<file path="config.mk">
export PLATFORM = sky130hd
export DESIGN_NAME = ring_buffer_allocator_unit
export DESIGN_NICKNAME = d
export VERILOG_FILES = /design/src/rtl/core/rba_pkg.sv /design/src/rtl/core/ring_buffer_allocator_unit.sv
export SDC_FILE = /design/constraint.sdc
export NUM_CORES = 2
export LEC_CHECK = 0
export ABC_CLOCK_PERIOD_IN_PS = 13420
export BUFFER_PORTS_ARGS = -buffer_cell sky130_fd_sc_hd__buf_2
export CAP_MARGIN = 10
export CELL_PAD_IN_SITES_DETAIL_PLACEMENT = 1
export CELL_PAD_IN_SITES_GLOBAL_PLACEMENT = 2
export CORE_MARGIN = 8
export CORE_UTILIZATION = 44
export DETAILED_ROUTE_END_ITERATION = 10
export GPL_TIMING_DRIVEN = 0
export MAX_ROUTING_LAYER = met4
export PLACE_DENSITY_LB_ADDON = 0.1
export SETUP_SLACK_MARGIN = 0.2
export SYNTH_ARGS = -nofsm -noshare
export SYNTH_HDL_FRONTEND = slang
export SYNTH_SLANG_ARGS = --single-unit
</file>
<file path="constraint.sdc">
create_clock -name clk -period 13.42 [get_ports clk]
set_input_delay 0 -clock clk [delete_from_list [all_inputs] [get_ports clk]]
set_output_delay 0 -clock clk [all_outputs]
set_load 0.01 [all_outputs]
</file>
<file path="src/rtl/core/rba_pkg.sv">
// ----------------------------------------------------------------------------
// rba_pkg
// Shared types and constants of the ring buffer allocator.
// ----------------------------------------------------------------------------
package rba_pkg;

    localparam int RBA_ADDR_BITS     = 24;
    localparam int RBA_PENDING_DEPTH = 16;
    localparam logic [3:0] RBA_ALIGN_RESET = 4'd8;

    // operation codes
    localparam logic [1:0] OP_ALLOC = 2'd0;
    localparam logic [1:0] OP_FREE  = 2'd1;
    localparam logic [1:0] OP_RESET = 2'd2;

    // status codes
    localparam logic [1:0] ST_OK      = 2'd0;
    localparam logic [1:0] ST_NOSPACE = 2'd1;
    localparam logic [1:0] ST_FULL    = 2'd2;

    // configuration register indexes
    localparam logic CFG_REGION = 1'b0;
    localparam logic CFG_ALIGN  = 1'b1;

    typedef enum logic [3:0] {
        S_IDLE,
        S_AL_ROUND,
        S_AL_SUM,
        S_AL_CHECK,
        S_AL_WRAP,
        S_AL_WRAP2,
        S_AL_COMMIT,
        S_OLD_A,
        S_OLD_B,
        S_HEAD,
        S_SCAN_RD,
        S_SCAN_CMP,
        S_DONE
    } rba_state_t;

endpackage

</file>
<file path="src/rtl/core/ring_buffer_allocator_unit.sv">
// ----------------------------------------------------------------------------
// ring_buffer_allocator_unit
// Allocates aligned blocks from a circular region; frees retire in order.
// ----------------------------------------------------------------------------
// Requests enter on the s_axis channel, one transfer per request, and each
// request produces exactly one response transfer on m_axis.
// Configuration (region size, alignment) is written through cfg_wr_en /
// cfg_addr / cfg_wdata while no request is in flight.
// An allocate rounds the offset and size up, sums them and checks for space;
// a refusal then goes to the response register, a grant is committed first,
// and one that would pass the region end wraps to offset 0 and is checked
// again. A pointer reset or no-op goes straight to the response register.
// A free first resolves the head, then makes one pass over the pending table
// per retirement, recomputing the oldest start and visiting the slots in
// order, reading and comparing each occupied one; after the last pass the
// response is loaded. The pending table is scanned one slot at a time.
// One request is worked on at a time.
// The response sits in an output register, so a new request is accepted
// while the previous response waits; if the receiver stalls, the block
// holds in its final state until the output register frees up.
// Reset clears pointers, used length, skip length and all pending valid
// bits; pending memory contents are not cleared.
// ----------------------------------------------------------------------------
module ring_buffer_allocator_unit #(
    parameter int ADDR_BITS     = rba_pkg::RBA_ADDR_BITS,
    parameter int PENDING_DEPTH = rba_pkg::RBA_PENDING_DEPTH,
    localparam int FIELDS_W     = 3 * ADDR_BITS + 4,
    localparam int DATA_W       = ((FIELDS_W + 7) / 8) * 8
) (
    input  logic              clk,
    input  logic              rst_n,
    input  logic              s_axis_tvalid,
    output logic              s_axis_tready,
    // op, req_size, free_offset, free_size (from bit 0 up)
    input  logic [DATA_W-1:0] s_axis_tdata,
    output logic              m_axis_tvalid,
    input  logic              m_axis_tready,
    // status, alloc_offset, alloc_size, space_left (from bit 0 up)
    output logic [DATA_W-1:0] m_axis_tdata,
    input  logic              cfg_wr_en,
    input  logic              cfg_addr,
    input  logic [ADDR_BITS:0] cfg_wdata
);

    localparam int W  = (ADDR_BITS + 4 > 18) ? ADDR_BITS + 4 : 18;
    localparam int IW = (PENDING_DEPTH > 1) ? $clog2(PENDING_DEPTH) : 1;
    localparam int SZ = ADDR_BITS + 1;
    localparam int ENT_W = SZ + ADDR_BITS;
    localparam logic [IW-1:0] LAST_IDX = IW'(PENDING_DEPTH - 1);

    function automatic logic [W-1:0] round_up(input logic [W-1:0] x,
                                              input logic [3:0] al);
        logic [W-1:0] m;
        m = (W'(1) << al) - W'(1);
        return (x + m) & ~m;
    endfunction

    function automatic logic [W-1:0] sat_sub(input logic [W-1:0] a,
                                             input logic [W-1:0] b);
        return (a > b) ? a - b : '0;
    endfunction

    // input fields
    logic [1:0]           in_op;
    logic [SZ-1:0]        in_req;
    logic [ADDR_BITS-1:0] in_foff;
    logic [SZ-1:0]        in_fsize;
    assign in_op    = s_axis_tdata[1:0];
    assign in_req   = s_axis_tdata[SZ+1:2];
    assign in_foff  = s_axis_tdata[SZ+ADDR_BITS+1:SZ+2];
    assign in_fsize = s_axis_tdata[2*SZ+ADDR_BITS+1:SZ+ADDR_BITS+2];

    rba_pkg::rba_state_t state_reg, state_next;

    logic [SZ-1:0]        region_reg;
    logic [3:0]           align_reg;
    logic [SZ-1:0]        req_reg, req_next;
    logic [ADDR_BITS-1:0] foff_reg, foff_next;
    logic [SZ-1:0]        fsize_reg, fsize_next;
    logic [W-1:0]         wo_reg, wo_next;
    logic [W-1:0]         used_reg, used_next;
    logic [W-1:0]         eskip_reg, eskip_next;
    logic [W-1:0]         wp_reg, wp_next;
    logic [W-1:0]         bytes_reg, bytes_next;
    logic [W-1:0]         inc_reg, inc_next;
    logic [W-1:0]         end_reg, end_next;
    logic                 wrapped_reg, wrapped_next;
    logic [W-1:0]         internal_reg, internal_next;
    logic [W-1:0]         actual_reg, actual_next;
    logic [W-1:0]         skip_reg, skip_next;
    logic                 skipd_reg, skipd_next;
    logic                 head_reg, head_next;
    logic [1:0]           status_reg, status_next;
    logic [ADDR_BITS-1:0] res_off_reg, res_off_next;
    logic [SZ-1:0]        res_size_reg, res_size_next;
    logic [IW-1:0]        idx_reg, idx_next;
    logic [PENDING_DEPTH-1:0] valid_reg, valid_next;
    logic                 out_valid_reg;
    logic [DATA_W-1:0]    out_data_reg;

    logic [ENT_W-1:0]     pend_mem [PENDING_DEPTH];
    logic [ENT_W-1:0]     rd_data_reg;
    logic                 mem_rd_en, mem_wr_en;
    logic [IW-1:0]        ins_idx;
    logic                 ins_ok;
    logic                 out_load;

    logic [W-1:0]         r_eff;
    logic [ADDR_BITS-1:0] rd_start;
    logic [SZ-1:0]        rd_bytes;
    logic [W-1:0]         sum_tmp;
    logic [W-1:0]         sub_tmp;
    logic [W-1:0]         space_tmp;
    logic [FIELDS_W-1:0]  out_fields;

    assign rd_start = rd_data_reg[ADDR_BITS-1:0];
    assign rd_bytes = rd_data_reg[ENT_W-1:ADDR_BITS];

    // effective region: clamp to [1, 2^ADDR_BITS]
    always_comb
    begin
        if (region_reg == '0)
            r_eff = W'(1);
        else if (region_reg[ADDR_BITS] && (|region_reg[ADDR_BITS-1:0]))
            r_eff = W'(1) << ADDR_BITS;
        else
            r_eff = W'(region_reg);
    end

    // lowest free pending slot
    always_comb
    begin
        ins_idx = '0;
        for (int i = PENDING_DEPTH - 1; i >= 0; i--)
        begin
            if (!valid_reg[i])
                ins_idx = IW'(i);
        end
        ins_ok = ~&valid_reg;
    end

    assign s_axis_tready = (state_reg == rba_pkg::S_IDLE);
    assign m_axis_tvalid = out_valid_reg;
    assign m_axis_tdata  = out_data_reg;
    assign out_load      = (state_reg == rba_pkg::S_DONE) &&
                           (!out_valid_reg || m_axis_tready);

    // next state
    always_comb
    begin
        state_next = state_reg;
        case (state_reg)
            rba_pkg::S_IDLE:
            begin
                if (s_axis_tvalid)
                begin
                    case (in_op)
                        rba_pkg::OP_ALLOC: state_next = rba_pkg::S_AL_ROUND;
                        rba_pkg::OP_FREE:  state_next = rba_pkg::S_OLD_A;
                        default:           state_next = rba_pkg::S_DONE;
                    endcase
                end
            end
            rba_pkg::S_AL_ROUND: state_next = rba_pkg::S_AL_SUM;
            rba_pkg::S_AL_SUM:   state_next = rba_pkg::S_AL_CHECK;
            rba_pkg::S_AL_CHECK:
            begin
                if (used_reg + inc_reg > r_eff)
                    state_next = rba_pkg::S_DONE;
                else if (!wrapped_reg && (end_reg > r_eff))
                    state_next = rba_pkg::S_AL_WRAP;
                else
                    state_next = rba_pkg::S_AL_COMMIT;
            end
            rba_pkg::S_AL_WRAP:   state_next = rba_pkg::S_AL_WRAP2;
            rba_pkg::S_AL_WRAP2:  state_next = rba_pkg::S_AL_CHECK;
            rba_pkg::S_AL_COMMIT: state_next = rba_pkg::S_DONE;
            rba_pkg::S_OLD_A:     state_next = rba_pkg::S_OLD_B;
            rba_pkg::S_OLD_B:
                state_next = head_reg ? rba_pkg::S_HEAD : rba_pkg::S_SCAN_RD;
            rba_pkg::S_HEAD:      state_next = rba_pkg::S_OLD_A;
            rba_pkg::S_SCAN_RD:
            begin
                if (valid_reg[idx_reg])
                    state_next = rba_pkg::S_SCAN_CMP;
                else if (idx_reg == LAST_IDX)
                    state_next = rba_pkg::S_DONE;
            end
            rba_pkg::S_SCAN_CMP:
            begin
                if (W'(rd_start) == actual_reg)
                    state_next = rba_pkg::S_OLD_A;
                else if (idx_reg == LAST_IDX)
                    state_next = rba_pkg::S_DONE;
                else
                    state_next = rba_pkg::S_SCAN_RD;
            end
            rba_pkg::S_DONE:
            begin
                if (out_load)
                    state_next = rba_pkg::S_IDLE;
            end
            default: state_next = rba_pkg::S_IDLE;
        endcase
    end

    // datapath
    always_comb
    begin
        req_next      = req_reg;
        foff_next     = foff_reg;
        fsize_next    = fsize_reg;
        wo_next       = wo_reg;
        used_next     = used_reg;
        eskip_next    = eskip_reg;
        wp_next       = wp_reg;
        bytes_next    = bytes_reg;
        inc_next      = inc_reg;
        end_next      = end_reg;
        wrapped_next  = wrapped_reg;
        internal_next = internal_reg;
        actual_next   = actual_reg;
        skip_next     = skip_reg;
        skipd_next    = skipd_reg;
        head_next     = head_reg;
        status_next   = status_reg;
        res_off_next  = res_off_reg;
        res_size_next = res_size_reg;
        idx_next      = idx_reg;
        valid_next    = valid_reg;
        mem_rd_en     = 1'b0;
        mem_wr_en     = 1'b0;
        sum_tmp       = '0;
        sub_tmp       = '0;
        case (state_reg)
            rba_pkg::S_IDLE:
            begin
                if (s_axis_tvalid)
                begin
                    req_next      = in_req;
                    foff_next     = in_foff;
                    fsize_next    = in_fsize;
                    status_next   = rba_pkg::ST_OK;
                    res_off_next  = '0;
                    res_size_next = '0;
                    head_next     = 1'b1;
                    if (in_op == rba_pkg::OP_RESET)
                    begin
                        wo_next   = '0;
                        used_next = '0;
                    end
                end
            end
            rba_pkg::S_AL_ROUND:
            begin
                wp_next      = round_up(wo_reg, align_reg);
                bytes_next   = round_up(W'(req_reg), align_reg);
                wrapped_next = 1'b0;
            end
            rba_pkg::S_AL_SUM:
            begin
                end_next = wp_reg + bytes_reg;
                inc_next = wp_reg + bytes_reg - wo_reg;
            end
            rba_pkg::S_AL_CHECK:
            begin
                if (used_reg + inc_reg > r_eff)
                    status_next = rba_pkg::ST_NOSPACE;
            end
            rba_pkg::S_AL_WRAP:
            begin
                eskip_next = sat_sub(r_eff, wo_reg);
                wo_next    = '0;
            end
            rba_pkg::S_AL_WRAP2:
            begin
                used_next    = used_reg + eskip_reg;
                wp_next      = '0;
                inc_next     = bytes_reg;
                wrapped_next = 1'b1;
            end
            rba_pkg::S_AL_COMMIT:
            begin
                sum_tmp       = wo_reg + inc_reg;
                wo_next       = (sum_tmp > r_eff) ? '0 : sum_tmp;
                used_next     = used_reg + inc_reg;
                res_off_next  = wp_reg[ADDR_BITS-1:0];
                res_size_next = bytes_reg[SZ-1:0];
            end
            rba_pkg::S_OLD_A:
            begin
                if (used_reg > wo_reg)
                    internal_next = sat_sub(r_eff, used_reg - wo_reg);
                else
                    internal_next = wo_reg - used_reg;
            end
            rba_pkg::S_OLD_B:
            begin
                // a wrap skipped the tail: the oldest block really starts at 0
                if ((internal_reg + eskip_reg == r_eff) && (internal_reg != '0))
                begin
                    actual_next = '0;
                    skip_next   = sat_sub(r_eff, internal_reg);
                    skipd_next  = 1'b1;
                end
                else
                begin
                    actual_next = internal_reg;
                    skip_next   = '0;
                    skipd_next  = 1'b0;
                end
                idx_next = '0;
            end
            rba_pkg::S_HEAD:
            begin
                head_next = 1'b0;
                if (W'(foff_reg) == actual_reg)
                begin
                    sub_tmp   = W'(fsize_reg) + skip_reg;
                    used_next = sat_sub(used_reg, sub_tmp);
                    if (skipd_reg)
                        eskip_next = '0;
                end
                else if (ins_ok)
                begin
                    mem_wr_en           = 1'b1;
                    valid_next[ins_idx] = 1'b1;
                end
                else
                begin
                    status_next = rba_pkg::ST_FULL;
                end
            end
            rba_pkg::S_SCAN_RD:
            begin
                if (valid_reg[idx_reg])
                    mem_rd_en = 1'b1;
                else if (idx_reg != LAST_IDX)
                    idx_next = idx_reg + IW'(1);
            end
            rba_pkg::S_SCAN_CMP:
            begin
                if (W'(rd_start) == actual_reg)
                begin
                    sub_tmp             = W'(rd_bytes) + skip_reg;
                    used_next           = sat_sub(used_reg, sub_tmp);
                    valid_next[idx_reg] = 1'b0;
                    if (skipd_reg)
                        eskip_next = '0;
                end
                else if (idx_reg != LAST_IDX)
                begin
                    idx_next = idx_reg + IW'(1);
                end
            end
            default:
            begin
            end
        endcase
    end

    // response fields
    always_comb
    begin
        space_tmp  = sat_sub(r_eff, used_reg);
        out_fields = {space_tmp[SZ-1:0], res_size_reg, res_off_reg, status_reg};
    end

    always_ff @(posedge clk or negedge rst_n)
    begin
        if (!rst_n)
        begin
            state_reg     <= rba_pkg::S_IDLE;
            region_reg    <= {1'b1, {ADDR_BITS{1'b0}}};
            align_reg     <= rba_pkg::RBA_ALIGN_RESET;
            wo_reg        <= '0;
            used_reg      <= '0;
            eskip_reg     <= '0;
            valid_reg     <= '0;
            head_reg      <= 1'b0;
            wrapped_reg   <= 1'b0;
            skipd_reg     <= 1'b0;
            idx_reg       <= '0;
            out_valid_reg <= 1'b0;
        end
        else
        begin
            state_reg   <= state_next;
            wo_reg      <= wo_next;
            used_reg    <= used_next;
            eskip_reg   <= eskip_next;
            valid_reg   <= valid_next;
            head_reg    <= head_next;
            wrapped_reg <= wrapped_next;
            skipd_reg   <= skipd_next;
            idx_reg     <= idx_next;
            if (cfg_wr_en)
            begin
                case (cfg_addr)
                    rba_pkg::CFG_REGION: region_reg <= cfg_wdata;
                    rba_pkg::CFG_ALIGN:  align_reg  <= cfg_wdata[3:0];
                    default:
                    begin
                    end
                endcase
            end
            if (out_load)
                out_valid_reg <= 1'b1;
            else if (m_axis_tready)
                out_valid_reg <= 1'b0;
        end
    end

    // payload registers
    always_ff @(posedge clk)
    begin
        req_reg      <= req_next;
        foff_reg     <= foff_next;
        fsize_reg    <= fsize_next;
        wp_reg       <= wp_next;
        bytes_reg    <= bytes_next;
        inc_reg      <= inc_next;
        end_reg      <= end_next;
        internal_reg <= internal_next;
        actual_reg   <= actual_next;
        skip_reg     <= skip_next;
        status_reg   <= status_next;
        res_off_reg  <= res_off_next;
        res_size_reg <= res_size_next;
        if (out_load)
            out_data_reg <= DATA_W'(out_fields);
    end

    // pending table memory
    always_ff @(posedge clk)
    begin
        if (mem_wr_en)
            pend_mem[ins_idx] <= {fsize_reg, foff_reg};
        if (mem_rd_en)
            rd_data_reg <= pend_mem[idx_reg];
    end

`ifndef SYNTHESIS
    a_out_from_done: assert property (@(posedge clk) disable iff (!rst_n)
        $rose(out_valid_reg) |-> $past(state_reg) == rba_pkg::S_DONE)
        else $error("response raised outside the final state");

    a_cmp_after_read: assert property (@(posedge clk) disable iff (!rst_n)
        state_reg == rba_pkg::S_SCAN_CMP |-> $past(mem_rd_en))
        else $error("pending compare without a preceding read");

    a_valid_idle: assert property (@(posedge clk) disable iff (!rst_n)
        state_reg == rba_pkg::S_IDLE |=> valid_reg == $past(valid_reg))
        else $error("pending table changed while idle");
`endif

endmodule
</file>
==> results by group <==
Synthesis
  – Yosys warns: 0
  – Post-Synth Adder-Cell Area: 0.0964
  – Sequential area share after synthesis: 0.536
  – Netlist cell types: 103
  – Xor/xnor cell area share of the yosys netlist: 0.0524
  – Synth Register Bits: 1371
  – Mux cell area share after synthesis: 0.0801
  – Mapped Area: 75500 um2
  – Async SR Flop Fraction: 0.103
  – Top-area cell type share of the netlist area: 0.489
  – Synth area leader: edfxtp_1
  – Synth cell count leaders: 1230 x edfxtp_1, 553 x ha_1, 415 x a21oi_1, 327 x nor2_1, 286 x o21ai_0
  – Syn_area_per_cell: 12.9 um2
  – Post-synth EDFFs: 1230
  – Post-Syn Instances: 5862
  – Synth Flop Type: edfxtp_1
  – Compound-cell area share of the yosys netlist: 0.127
  – Leading post-synthesis cells by cell area: edfxtp_1 49%, ha_1 9.2%, mux4_2 7.5%
  – Cell with the most instances after synthesis: edfxtp_1
  – Largest family of logic cells by synthesized area: compound AO/OA/AOI/OAI gates
  – Simple-gate portion of the synthesized area: 0.0864

Timing
  – Final Setup Violations: 0
  – RSZ-0062 raised after global routing: false
  – WHS: 92.9 ps
  – Period utilization: 0.610
  – Final hold vios: 0
  – Slew Viols, Final: 0
  – Rel. slew slack: 0.149
  – Sum Neg Setup Slack: 0 ps
  – Measured slew at the worst slew-check pin: 1280 ps
  – FMAX: 122 MHz
  – Layout Skew: 48.6 ps
  – Post-route minimum period: 8180 ps

Pwr
  – Max IR drop VDD: 174 uV
  – PD cells: 241 nW/um2
  – Pleak: 32.9 nW
  – Total power: 21.1 mW

GRT
  – Vias in the first global route: 55100
  – GRT met1 Usage: 0.371
  – M2 GR Usage: 0.499
  – Global-route wire length before repair: 392000 um
  – GRT overflow: 0
  – Initial antenna violation count: 8
  – Global Route met3 Usage: 0.0324
  – Largest net degree at the start of global routing: 108
  – All-Layer GR Usage: 0.297
  – GRT Max-Usage Layer: met2

Floorplan
  – Core footprint: 171000 um2
  – Site Rows: 152
  – Starting Density: 0.442
  – Die Y: 430 um
  – Die area: 185000 um2
  – Chip width: 430 um
  – # IOs: 193

Route
  – Routed WL: 274000 um
  – Initial detailed-routing violation count: 4401
  – Routed len/inst: 31.0 um
  – Drt pass-1 iters: 5
  – Via Count: 53200
  – DRC errors left: 0
  – Vias per inst: 6.03
  – Antenna viol nets, final: 0

Critical path
  – Worst setup path class: reg2reg
  – Crit Path Max Fanout: 17
  – Critical path destination: used_reg[6]
  – Reg2Reg Setup Slack: 5240 ps
  – CP startpoint: fsize_reg[0]
  – FF-to-FF path depth: 24
  – RR Endpoint: used_reg[6]
  – Worst Setup End Kind: register
  – Crit path DAT: 8830 ps
  – Startpoint Class: register
  – R2r startpoint: fsize_reg[0]
  – WP data required: 14070 ps

Layout
  – Area delta synth->final: 16.0%
  – Max reg flops: 784
  – Share of cells above drive strength 1: 0.132
  – # nets final: 7160

Clocking
  – Worst-skew pair later-pin latency: 840 ps
  – Clock Sinks: 1371
  – CTS Buffer Depth: 3
  – Clk slew on worst S/H paths: 60 ps
  – CTS tree: built
  – H-tree Lvls: 4
  – Hold-fix buffers, CTS: 209
  – Post-CTS Setup Bufs: 0
  – CTS root buffer: clkbuf_16
  – Cts bufs inserted: 151
  – Post-CTS sizing: 0

Run status
  – Status: finished, final reports clean

Placement
  – Global placement routability congestion: 0.965
  – Post-DP HPWL: 209000 um
  – I/O Buffers: 184

Worst hold path
  – Hold path depth: 4
  – Hold crit path type: in2reg

Job
  – MaxCap Viol Count: 0
[cell families after synthesis]
logic type               count (synthesis)
other                                    1
XOR/XNOR                               451
flip-flops                            1371
buffers and inverters                  423
AND/OR/NAND/NOR                       1300
adder cells (fa/ha/maj)                571
multiplexers                           288
AO/OA/AOI/OAI                         1457
[cell type report]
type	instances	area, um2
timing repair buffer	446	4040
multi-input combinational	4085	33600
tap	2233	2790
buffer	164	679
inverter	259	972
antenna	2	5.00
clock buffer	185	4080
clock inverter	87	923
fill	17300	83400
sequential	1371	40500
[layout by cell type (no fill, tap or decap), types with 30 or more instances in the layout]
| master | count |
|---|---|
| a21o_1 | 217 |
| a21oi_1 | 415 |
| a22o_1 | 51 |
| a31oi_1 | 73 |
| and2_1 | 76 |
| and3_1 | 46 |
| buf_12 | 37 |
| buf_2 | 192 |
| clkbuf_1 | 142 |
| clkbuf_16 | 158 |
| clkinv_2 | 33 |
| dfrtp_1 | 139 |
| dlygate4sd3_1 | 208 |
| edfxtp_1 | 1230 |
| ha_1 | 553 |
| inv_1 | 256 |
| mux2_2 | 30 |
| mux4_2 | 250 |
| nand2_1 | 281 |
| nand2b_1 | 79 |
| nand3_1 | 85 |
| nand4_1 | 78 |
| nor2_1 | 309 |
| nor2b_1 | 80 |
| nor3_1 | 107 |
| nor4_1 | 39 |
| o21a_1 | 42 |
| o21ai_0 | 286 |
| o21bai_1 | 61 |
| xnor2_1 | 258 |
| xor2_1 | 192 |
[stage by stage]
| stage | cell area [um2] | util | setup WS [ps] | cells |
|---|---|---|---|---|
| after detailed placement | 80400 | 0.470 | 5370 | 8346 |
| final | 87600 | 0.512 | 5240 | 8832 |
| after floorplan | 75600 | - | 7900 | 5879 |
| after CTS | 87500 | 0.512 | 5340 | 8827 |
| after global routing | 87600 | 0.512 | 4990 | 8830 |
| after global placement | 79300 | 0.464 | 5230 | 8296 |
[how the worst min path moves through the flow]
| stage | start | end | slack [ps] |
|---|---|---|---|
| after floorplan | rst_n | align_reg[0] | -300 |
| after global placement | s_axis_tdata[32] | foff_reg[5] | 180 |
| after detailed placement | rst_n | align_reg[0] | -80 |
| after CTS | m_axis_tready | m_axis_tvalid | 60 |
| after global routing | cfg_addr | align_reg[1] | 120 |
| final | m_axis_tready | m_axis_tvalid | 90 |
[power by group]
part / internal, mW / switching [mW] / total, mW
Sequential: 5.36 / 0.758 / 6.12
Combinational: 4.08 / 6.66 / 10.7
Clock: 2.43 / 1.82 / 4.25
Total: 11.9 / 9.24 / 21.1
[metal layers]
layer	vias up	wire, um
met5	-	0
met4	0	12500
met3	440	12100
met2	1517	136000
met1	27400	114000
li1	23800	-
[worst max-delay path, stage by stage (launching register included)]
cell       delay (ps)
edfxtp_1          690
ha_1              370
fa_1              410
a21o_1            220
a21oi_1           280
o21bai_1          100
a21o_1            210
a21oi_1           200
o21ai_0           190
o41a_1            390
a211o_1           360
a2111oi_0         400
o21bai_1          260
o21bai_1          110
a21oi_1           210
xor2_1            120
ha_1              430
nand4_1           200
nor4_1            590
nand2_1           100
o21ai_0           400
a21oi_1           360
clkbuf_1          420
a221oi_1          870
a21oi_1            90
(Power assumes the default switching activity.)
